## src/hw/rtl/aabb_pkg.sv

```systemverilog
package aabb_pkg;

    // Default coordinate width; the sentinel magnitude is 2^(COORD_BITS-1) - 1.
    localparam int COORD_BITS_DEF = 25;

    // Box geometry.
    localparam int NUM_AXES    = 3;
    localparam int NUM_CORNERS = 8;
    localparam int CORNER_BITS = 3;

    // Function codes of an input item.
    localparam logic [1:0] FUNC_POINT      = 2'd0;
    localparam logic [1:0] FUNC_GROUP_END  = 2'd1;
    localparam logic [1:0] FUNC_OBJECT_END = 2'd2;

    // Request from the input stage to the corner emitter.
    typedef struct packed {
        logic load;
        logic whole;
    } emit_ctl_t;

endpackage

```

## src/hw/rtl/aabb_box_track.sv

```systemverilog
module aabb_box_track #(
    parameter int COORD_BITS = aabb_pkg::COORD_BITS_DEF
) (
    input  logic                                                 clk,
    input  logic                                                 rst_n,
    input  logic                                                 step,
    input  logic [1:0]                                           func,
    input  logic signed [COORD_BITS-1:0]                         px,
    input  logic signed [COORD_BITS-1:0]                         py,
    input  logic signed [COORD_BITS-1:0]                         pz,
    output logic [aabb_pkg::NUM_AXES-1:0][COORD_BITS-1:0]        snap_min,
    output logic [aabb_pkg::NUM_AXES-1:0][COORD_BITS-1:0]        snap_max
);
    import aabb_pkg::*;

    localparam logic [COORD_BITS-1:0] LIM      = {1'b0, {(COORD_BITS-1){1'b1}}};
    localparam logic [COORD_BITS-1:0] NEG_LIM  =
        ~LIM + {{(COORD_BITS-1){1'b0}}, 1'b1};
    localparam logic [COORD_BITS-1:0] MOST_NEG = {1'b1, {(COORD_BITS-1){1'b0}}};

    logic [NUM_AXES-1:0][COORD_BITS-1:0] raw;
    logic [NUM_AXES-1:0][COORD_BITS-1:0] pt;
    logic [NUM_AXES-1:0][COORD_BITS-1:0] gmin_reg, gmin_next;
    logic [NUM_AXES-1:0][COORD_BITS-1:0] gmax_reg, gmax_next;
    logic [NUM_AXES-1:0][COORD_BITS-1:0] omin_reg, omin_next;
    logic [NUM_AXES-1:0][COORD_BITS-1:0] omax_reg, omax_next;

    // Saturate the one code below minus the sentinel magnitude.
    assign raw = {pz, py, px};
    always_comb
    begin
        for (int a = 0; a < NUM_AXES; a++)
        begin
            pt[a] = (raw[a] == MOST_NEG) ? NEG_LIM : raw[a];
        end
    end

    // Box update for points and clearing at group and object ends.
    always_comb
    begin
        gmin_next = gmin_reg;
        gmax_next = gmax_reg;
        omin_next = omin_reg;
        omax_next = omax_reg;
        if (step)
        begin
            case (func)
                FUNC_POINT:
                begin
                    for (int a = 0; a < NUM_AXES; a++)
                    begin
                        if ($signed(pt[a]) < $signed(gmin_reg[a]))
                            gmin_next[a] = pt[a];
                        if ($signed(gmax_reg[a]) < $signed(pt[a]))
                            gmax_next[a] = pt[a];
                        if ($signed(pt[a]) < $signed(omin_reg[a]))
                            omin_next[a] = pt[a];
                        if ($signed(omax_reg[a]) < $signed(pt[a]))
                            omax_next[a] = pt[a];
                    end
                end
                FUNC_GROUP_END:
                begin
                    gmin_next = {NUM_AXES{LIM}};
                    gmax_next = {NUM_AXES{NEG_LIM}};
                end
                FUNC_OBJECT_END:
                begin
                    gmin_next = {NUM_AXES{LIM}};
                    gmax_next = {NUM_AXES{NEG_LIM}};
                    omin_next = {NUM_AXES{LIM}};
                    omax_next = {NUM_AXES{NEG_LIM}};
                end
                default:
                begin
                end
            endcase
        end
    end

    // Box state registers, reset to the empty sentinel box.
    always_ff @(posedge clk or negedge rst_n)
    begin
        if (!rst_n)
        begin
            gmin_reg <= {NUM_AXES{LIM}};
            gmax_reg <= {NUM_AXES{NEG_LIM}};
            omin_reg <= {NUM_AXES{LIM}};
            omax_reg <= {NUM_AXES{NEG_LIM}};
        end
        else
        begin
            gmin_reg <= gmin_next;
            gmax_reg <= gmax_next;
            omin_reg <= omin_next;
            omax_reg <= omax_next;
        end
    end

    // The box handed to the emitter is the one the end item closes.
    assign snap_min = (func == FUNC_OBJECT_END) ? omin_reg : gmin_reg;
    assign snap_max = (func == FUNC_OBJECT_END) ? omax_reg : gmax_reg;

    // A point leaves both boxes non-empty; the assertion checks the group box on axis zero.
    a_group_ordered: assert property (@(posedge clk) disable iff (!rst_n)
        (step && func == FUNC_POINT) |=> $signed(gmin_reg[0]) <= $signed(gmax_reg[0]))
        else $error("group box inverted after a point");

    // The most negative code never enters a box.
    a_no_most_neg: assert property (@(posedge clk) disable iff (!rst_n)
        omin_reg[0] != MOST_NEG && omin_reg[1] != MOST_NEG && omin_reg[2] != MOST_NEG)
        else $error("unsaturated coordinate stored in object box");

endmodule

```

## src/hw/rtl/aabb_corner_emit.sv

```systemverilog
module aabb_corner_emit #(
    parameter int COORD_BITS = aabb_pkg::COORD_BITS_DEF
) (
    input  logic                                                 clk,
    input  logic                                                 rst_n,
    input  aabb_pkg::emit_ctl_t                                  ctl,
    input  logic [aabb_pkg::NUM_AXES-1:0][COORD_BITS-1:0]        box_min,
    input  logic [aabb_pkg::NUM_AXES-1:0][COORD_BITS-1:0]        box_max,
    output logic                                                 can_load,
    output logic                                                 out_valid,
    input  logic                                                 out_ready,
    output logic signed [COORD_BITS-1:0]                         corner_x,
    output logic signed [COORD_BITS-1:0]                         corner_y,
    output logic signed [COORD_BITS-1:0]                         corner_z,
    output logic [aabb_pkg::CORNER_BITS-1:0]                     corner_index,
    output logic                                                 whole_object,
    output logic                                                 last_corner
);
    import aabb_pkg::*;

    localparam logic [CORNER_BITS-1:0] LAST_CORNER = CORNER_BITS'(NUM_CORNERS - 1);

    logic                                busy_reg, busy_next;
    logic [CORNER_BITS-1:0]              cnt_reg, cnt_next;
    logic                                whole_reg;
    logic [NUM_AXES-1:0][COORD_BITS-1:0] min_reg;
    logic [NUM_AXES-1:0][COORD_BITS-1:0] max_reg;
    logic                                take;

    assign take     = busy_reg && out_ready;
    assign can_load = !busy_reg || (take && cnt_reg == LAST_CORNER);

    // Corner counter: a new box starts at corner zero, each taken item steps it.
    always_comb
    begin
        busy_next = busy_reg;
        cnt_next  = cnt_reg;
        if (take)
        begin
            cnt_next = cnt_reg + 1'b1;
            if (cnt_reg == LAST_CORNER)
                busy_next = 1'b0;
        end
        if (ctl.load)
        begin
            busy_next = 1'b1;
            cnt_next  = '0;
        end
    end

    always_ff @(posedge clk or negedge rst_n)
    begin
        if (!rst_n)
        begin
            busy_reg <= 1'b0;
            cnt_reg  <= '0;
        end
        else
        begin
            busy_reg <= busy_next;
            cnt_reg  <= cnt_next;
        end
    end

    // Snapshot of the closed box.
    always_ff @(posedge clk)
    begin
        if (ctl.load)
        begin
            whole_reg <= ctl.whole;
            min_reg   <= box_min;
            max_reg   <= box_max;
        end
    end

    // Corner bits pick min or max on each axis.
    assign out_valid    = busy_reg;
    assign corner_x     = cnt_reg[0] ? min_reg[0] : max_reg[0];
    assign corner_y     = cnt_reg[1] ? min_reg[1] : max_reg[1];
    assign corner_z     = cnt_reg[2] ? min_reg[2] : max_reg[2];
    assign corner_index = cnt_reg;
    assign whole_object = whole_reg;
    assign last_corner  = (cnt_reg == LAST_CORNER);

    // A new box is never loaded over one still being sent.
    a_no_overrun: assert property (@(posedge clk) disable iff (!rst_n)
        (busy_reg && !(out_ready && cnt_reg == LAST_CORNER)) |-> !ctl.load)
        else $error("box loaded while corners pending");

    // A taken corner that is not the last steps to the next one.
    a_step: assert property (@(posedge clk) disable iff (!rst_n)
        (take && cnt_reg != LAST_CORNER) |=> busy_reg && cnt_reg == $past(cnt_reg) + 1'b1)
        else $error("corner counter did not advance");

    // The last corner taken with no new box ends the run.
    a_done: assert property (@(posedge clk) disable iff (!rst_n)
        (take && cnt_reg == LAST_CORNER && !ctl.load) |=> !busy_reg)
        else $error("emitter stayed busy after last corner");

endmodule

```

## src/hw/rtl/axis_aligned_bounding_box_unit.sv

```systemverilog
// Channel   Handshake             Payload
// in        in_valid / in_ready   func, px, py, pz
// out       out_valid / out_ready corner_x, corner_y, corner_z, corner_index,
//                                 whole_object, last_corner
//
// A point item is taken every cycle unless an end item is held; it passes an
// input register and then updates the boxes. An end item hands its box to the
// corner emitter, which sends eight result items, one per cycle while out_ready
// is high. Points keep flowing while corners are sent; a second end item waits
// in the input register until the emitter is sending its last corner.
// Reset clears the boxes to the empty sentinel box and drops all valids.
module axis_aligned_bounding_box_unit #(
    parameter int COORD_BITS = aabb_pkg::COORD_BITS_DEF
) (
    input  logic                               clk,
    input  logic                               rst_n,
    input  logic                               in_valid,
    output logic                               in_ready,
    input  logic [1:0]                         func,
    input  logic signed [COORD_BITS-1:0]       px,
    input  logic signed [COORD_BITS-1:0]       py,
    input  logic signed [COORD_BITS-1:0]       pz,
    output logic                               out_valid,
    input  logic                               out_ready,
    output logic signed [COORD_BITS-1:0]       corner_x,
    output logic signed [COORD_BITS-1:0]       corner_y,
    output logic signed [COORD_BITS-1:0]       corner_z,
    output logic [aabb_pkg::CORNER_BITS-1:0]   corner_index,
    output logic                               whole_object,
    output logic                               last_corner
);
    import aabb_pkg::*;

    logic                                in_vld_reg, in_vld_next;
    logic [1:0]                          func_reg;
    logic signed [COORD_BITS-1:0]        px_reg, py_reg, pz_reg;
    logic                                is_end;
    logic                                advance;
    logic                                can_load;
    emit_ctl_t                           ctl;
    logic [NUM_AXES-1:0][COORD_BITS-1:0] snap_min;
    logic [NUM_AXES-1:0][COORD_BITS-1:0] snap_max;

    // Input stage: an end item holds here until the emitter is free.
    assign is_end   = (func_reg == FUNC_GROUP_END) || (func_reg == FUNC_OBJECT_END);
    assign advance  = in_vld_reg && (!is_end || can_load);
    assign in_ready = !in_vld_reg || advance;

    always_comb
    begin
        in_vld_next = in_vld_reg;
        if (in_valid && in_ready)
            in_vld_next = 1'b1;
        else if (advance)
            in_vld_next = 1'b0;
    end

    always_ff @(posedge clk or negedge rst_n)
    begin
        if (!rst_n)
            in_vld_reg <= 1'b0;
        else
            in_vld_reg <= in_vld_next;
    end

    always_ff @(posedge clk)
    begin
        if (in_valid && in_ready)
        begin
            func_reg <= func;
            px_reg   <= px;
            py_reg   <= py;
            pz_reg   <= pz;
        end
    end

    // Emit request for group and object ends.
    assign ctl.load  = advance && is_end;
    assign ctl.whole = (func_reg == FUNC_OBJECT_END);

    aabb_box_track #(
        .COORD_BITS (COORD_BITS)
    ) u_track (
        .clk      (clk),
        .rst_n    (rst_n),
        .step     (advance),
        .func     (func_reg),
        .px       (px_reg),
        .py       (py_reg),
        .pz       (pz_reg),
        .snap_min (snap_min),
        .snap_max (snap_max)
    );

    aabb_corner_emit #(
        .COORD_BITS (COORD_BITS)
    ) u_emit (
        .clk          (clk),
        .rst_n        (rst_n),
        .ctl          (ctl),
        .box_min      (snap_min),
        .box_max      (snap_max),
        .can_load     (can_load),
        .out_valid    (out_valid),
        .out_ready    (out_ready),
        .corner_x     (corner_x),
        .corner_y     (corner_y),
        .corner_z     (corner_z),
        .corner_index (corner_index),
        .whole_object (whole_object),
        .last_corner  (last_corner)
    );

endmodule

```

## config.mk

```make
export PLATFORM = sky130hd
export DESIGN_NAME = axis_aligned_bounding_box_unit
export DESIGN_NICKNAME = d
export VERILOG_FILES = /design/src/hw/rtl/aabb_pkg.sv /design/src/hw/rtl/aabb_box_track.sv /design/src/hw/rtl/aabb_corner_emit.sv /design/src/hw/rtl/axis_aligned_bounding_box_unit.sv
export SDC_FILE = /design/constraint.sdc
export NUM_CORES = 1
export LEC_CHECK = 0
export ABC_AREA = 1
export BUFFER_PORTS_ARGS = -buffer_cell sky130_fd_sc_hd__buf_2
export CAP_MARGIN = 10
export CORE_UTILIZATION = 60
export CTS_BUF_LIST = sky130_fd_sc_hd__clkbuf_16
export CTS_CLUSTER_DIAMETER = 100
export DETAILED_ROUTE_END_ITERATION = 8
export GPL_TIMING_DRIVEN = 1
export PLACE_DENSITY = 0.89
export RECOVER_POWER = 25
export SLEW_MARGIN = 20
export SYNTH_ARGS = -nofsm -noshare
export SYNTH_HDL_FRONTEND = slang
export SYNTH_SLANG_ARGS = --single-unit
```

## constraint.sdc

```tcl
create_clock -name clk -period 13.2 [get_ports clk]
set_input_delay 3.96 -clock clk [delete_from_list [all_inputs] [get_ports clk]]
set_output_delay 3.96 -clock clk [all_outputs]
set_load 0.03 [all_outputs]
```

After elaboration in Yosys (flattened, before gate mapping)
Cells that the tools add are included.

Bits of input ports: 81. Memories kept: 0. RAM bits: 0. Output and inout bits: 82. Word-level logic and storage cells: 120. Bits in latches: 0. Bits in registers: 533. Bits in read-only memories: 0.

Multipliers: 0. Order comparisons: 12. Equal/unequal tests: 18. Reductions and logical operators: 32. Div/mod/pow operators: 0. $add $sub $neg: 1. Multiplexer cells: 31. Shift operators: 0. Bitwise gates (word level): 0.

Operators by type and width (count): $pmux 75 s2 (4); $mux 25 (18); $lt 25x25->1 (12); $mux 75 (2); $eq 25x25->1 const B (3); $reduce_and 3->1 (12); $ne 2x1->1 const B (12); $reduce_bool 2->1 (5); $mux 3 (2); $logic_and 1x1->1 (5); $mux 1 (5); $logic_or 1x1->1 (4); $add 3x1->3 const B (1); $eq 3x3->1 const B (1); $logic_not 1->1 (3); $eq 2x1->1 const B (1); $eq 2x2->1 const B (1); $logic_not 2->1 (1); $reduce_and 2->1 (1); $reduce_or 2->1 (1).

Depth between registers and ports, before layout
Depth in word-level cells: 8. Gate-level depth with buffers: 18. Mapped depth without buffers: 17.

Hierarchy
A second synthesis with hierarchy kept.

Cell total of the unflattened synthesis: 3808. Area, all modules: 31131.1 µm².

Modules (own cells, without submodules): aabb_box_track (times used 1, cells an instance 3301, area each 22954.5 µm²); aabb_corner_emit (times used 1, cells an instance 418, area each 5776.8 µm²); axis_aligned_bounding_box_unit (times used 1, cells an instance 89, area each 2399.8 µm²).

Worst setup path after synthesis
Ideal clock, no wire load.

Path kind: in2out. Start point: input out_ready. End point: output in_ready. Arrival: 4355 ps. Required time: 9240 ps. Stages on the path: 2. Setup slack: 4885 ps. Cells stage by stage: nand2_1 nand4_1.

Longest elaborated chain between the ends: 6.

Ends and longest elaborated chain: start, declared (RTL line axis_aligned_bounding_box_unit.sv:24) `input logic out_ready,`; $logic_and 1x1->1 (RTL line aabb_corner_emit.sv:30) `assign take = busy_reg && out_ready;`; $logic_and 1x1->1 (RTL line aabb_corner_emit.sv:31) `assign can_load = !busy_reg || (take && cnt_reg == LAST_CORNER);`; $logic_or 1x1->1 (RTL line aabb_corner_emit.sv:31); $logic_or 1x1->1 (RTL line axis_aligned_bounding_box_unit.sv:46) `assign advance = in_vld_reg && (!is_end || can_load);`; $logic_and 1x1->1 (RTL line axis_aligned_bounding_box_unit.sv:46); $logic_or 1x1->1 (RTL line axis_aligned_bounding_box_unit.sv:47) `assign in_ready = !in_vld_reg || advance;`; end, declared (RTL line axis_aligned_bounding_box_unit.sv:18) `output logic in_ready,`.

No other way between the ends.

==> reports/metrics.yaml <==
status:
  status: "finished, violations left"
  violations: "max-capacitance violations, max-slew violations"
sta:
  setup_viol: 0
  fin_setup_tns_ns: 0
  slew_headroom_pct: -237
  fin_ws_ns: 4.21
  drv_slew: 552
  hold_viol_final: 0
  fin_crit_ns: 8.99
  fmax_mhz: 111
  worst_slew_pin_slew_ns: 5.05
  rsz0062_at_grt: "false"
  holdWs_ns: 0.462
  fin_skew_ns: 0.0175
  period_share_pct: 68.1
setup_path:
  crit_arrival_ns: 9.34
  end_kind: "flip-flop"
  crit_path_max_fanout: 91
  crit_type: "reg2reg"
  cp.required_ns: 13.54
  start_kind: "flip-flop"
drt:
  vias_per_cell: 5.82
  drt_wl_total_microns: 80600
  drt_iter0_markers: 2802
  drt_first_pass_iters: 6
  route.met3.wl_microns: 7440
  dr_wl_met2_microns: 38200
  ant_nets: 0
  post_drt_wl_per_cell_microns: 17.9
  wl_met1_microns: 32000
  top_layer_used: "met4"
  vias: 26100
  route.detailed.drc: 0
placed_design:
  hpwl_microns: 50900
  pre_cts_slack_ns: 4.75
  portBuffers: 162
  gp_congestion: 0.890
  placed_area_sq_um: 32000
synthesis:
  synth_ff_type: "edfxtp_1"
  synth_enable_flop_cells: 228
  syn-mean-instance-area_sq_um: 8.33
  synth_cells: 3753
  yosysSeqAreaShare_pct: 46.9
  synth.distinct_cells: 38
  syn_nets: 4126
  synth-async-reset-ratio_pct: 57.2
  ys_warn_count: 0
  syn_area_sq_um: 31300
  ys_seq_elements: 533
grt:
  overflow: 0
  grt_max_degree: 132
  grt_pass1_vias: 25400
  grtUsageTotal_pct: 30.6
  grt_pass1_wl_microns: 130000
  antenna_found_initial: 2
final_layout:
  final_area_sq_um: 33800
  synthToLayoutAreaGrowth_pct: 8.05
  layout_common_cells: "1374 x nand2_1, 338 x nand3_1, 291 x ha_1"
  layout.nets: 4134
  diodes: 0
  mostFrequentLayoutCell: "nand2_1"
  drive_gt1_share_pct: 15.8
  fillerInstances: 3895
floorplan:
  fp.dieW_microns: 230
  start_util_pct: 60.8
  dieArea_sq_um: 53000
  ioPinCount: 163
  core-area_sq_um: 51400
  num_rows: 83
  die_y_microns: 230
cts:
  clk_latency_ns: 0.62
  ctsHoldBuffers: 0
  clock-sinks: 533
  numCtsBuffers: 57
  clock_path_buffers: 3
  root_buffer: "clkbuf_16"
  cts_tree: "done"
  cts-resized-gates: 0
  cts_max_level: 2
  clk_pin_slew_worst_paths_ns: 0.06
  cts_setup_buffers: 0
power_and_ir_drop:
  power.density_nw_per_um2: 252
  power.leakage_nw: 16.7
  irDropWorstVdd_mv: 0.142
worst_hold_path:
  hold_path.class: "reg2reg"
flow_run:
  cap_viol_max_count: 7
-- worst paths after layout --
| check | from | end | slack (ns) | depth (start not counted) |
|---|---|---|---|---|
| max in group asynchronous | rst_n | u_track.gmax_reg[12] | 5.03 | 2 |
| worst max-delay path | func_reg[0] | u_emit.max_reg[7] | 4.21 | 6 |
| min in group asynchronous | rst_n | u_track.omax_reg[60] | 5.21 | 1 |
| worst min-delay path | u_track.gmin_reg[21] | u_track.gmin_reg[21] | 0.46 | 2 |
| worst max register to register | func_reg[0] | u_emit.max_reg[7] | 4.21 | 6 |
| worst min register to register | u_track.gmin_reg[21] | u_track.gmin_reg[21] | 0.46 | 2 |
-- worst max-delay path, stage by stage (launching register included) --
cell	delay, ns
edfxtp_1	0.44
inv_1	0.13
ha_1	1.76
clkinvlp_2	3.95
clkbuf_1	1.88
nand2_1	0.38
nand2_1	0.14
-- cell usage after synthesis, types with 7 or more instances --
cell type	n	share of area (%)
mux2_2	25	0.90
a31oi_1	8	0.16
dfstp_2	156	13
nand2_4	7	0.25
buf_6	7	0.25
ha_1	292	12
nor4_1	8	0.16
nand3_1	338	5.4
buf_1	9	0.11
inv_1	231	2.8
o21ai_0	112	1.8
a21oi_1	152	2.4
nand3_4	10	0.56
inv_2	36	0.43
o211ai_1	23	0.55
nand4_1	18	0.36
nand2_1	1374	17
clkbuf_1	156	1.9
nor2_1	231	2.8
dfrtp_1	149	12
buf_2	33	0.53
buf_4	18	0.43
nand2_2	85	1.7
and3_1	9	0.18
edfxtp_1	228	22
-- kinds of logic after synthesis --
logic type | Yosys count | share of synthesized area (%)
AOI/OAI and AO/OA | 299 | 5.04
adders and majority gates | 292 | 11.7
buffers and inverters | 501 | 6.89
DFF | 533 | 46.9
muxes | 25 | 0.901
and+or+nand+nor | 2103 | 28.5
-- layer usage --
layer | global-route usage (%) | vias up
li1 | - | 12200
met1 | 40.5 | 12300
met2 | 49.9 | 1359
met3 | 4.70 | 239
met4 | 13.3 | 0
met5 | 0 | -
-- layout make-up --
type                    count  area, sq um  area share [%]
flip-flops and latches    533        14700            43.5
well taps                 680          851            2.52
repair buffers            180          941            2.79
clock inverters            49          389            1.15
multi-input cells        2719        14400            42.8
clock buffers              58         1450            4.30
inverters                 270         1020            3.02
-- report_power, final --
group          switching [mW]  internal (mW)
clock                   0.684          0.913
sequential              0.477           2.67
combinational            2.56           1.20
-- metrics by stage --
step / power (mW) / utilization, % / std cells
after floorplan: 5.83 / - / 3753
after global placement: 6.60 / 62.2 / 4382
after detailed placement: 6.80 / 62.2 / 4382
after CTS: 8.45 / 65.8 / 4489
after global routing: 9.10 / 65.7 / 4489
final: 8.51 / 65.7 / 4489
No activity file was read; power rests on OpenSTA's default activity.
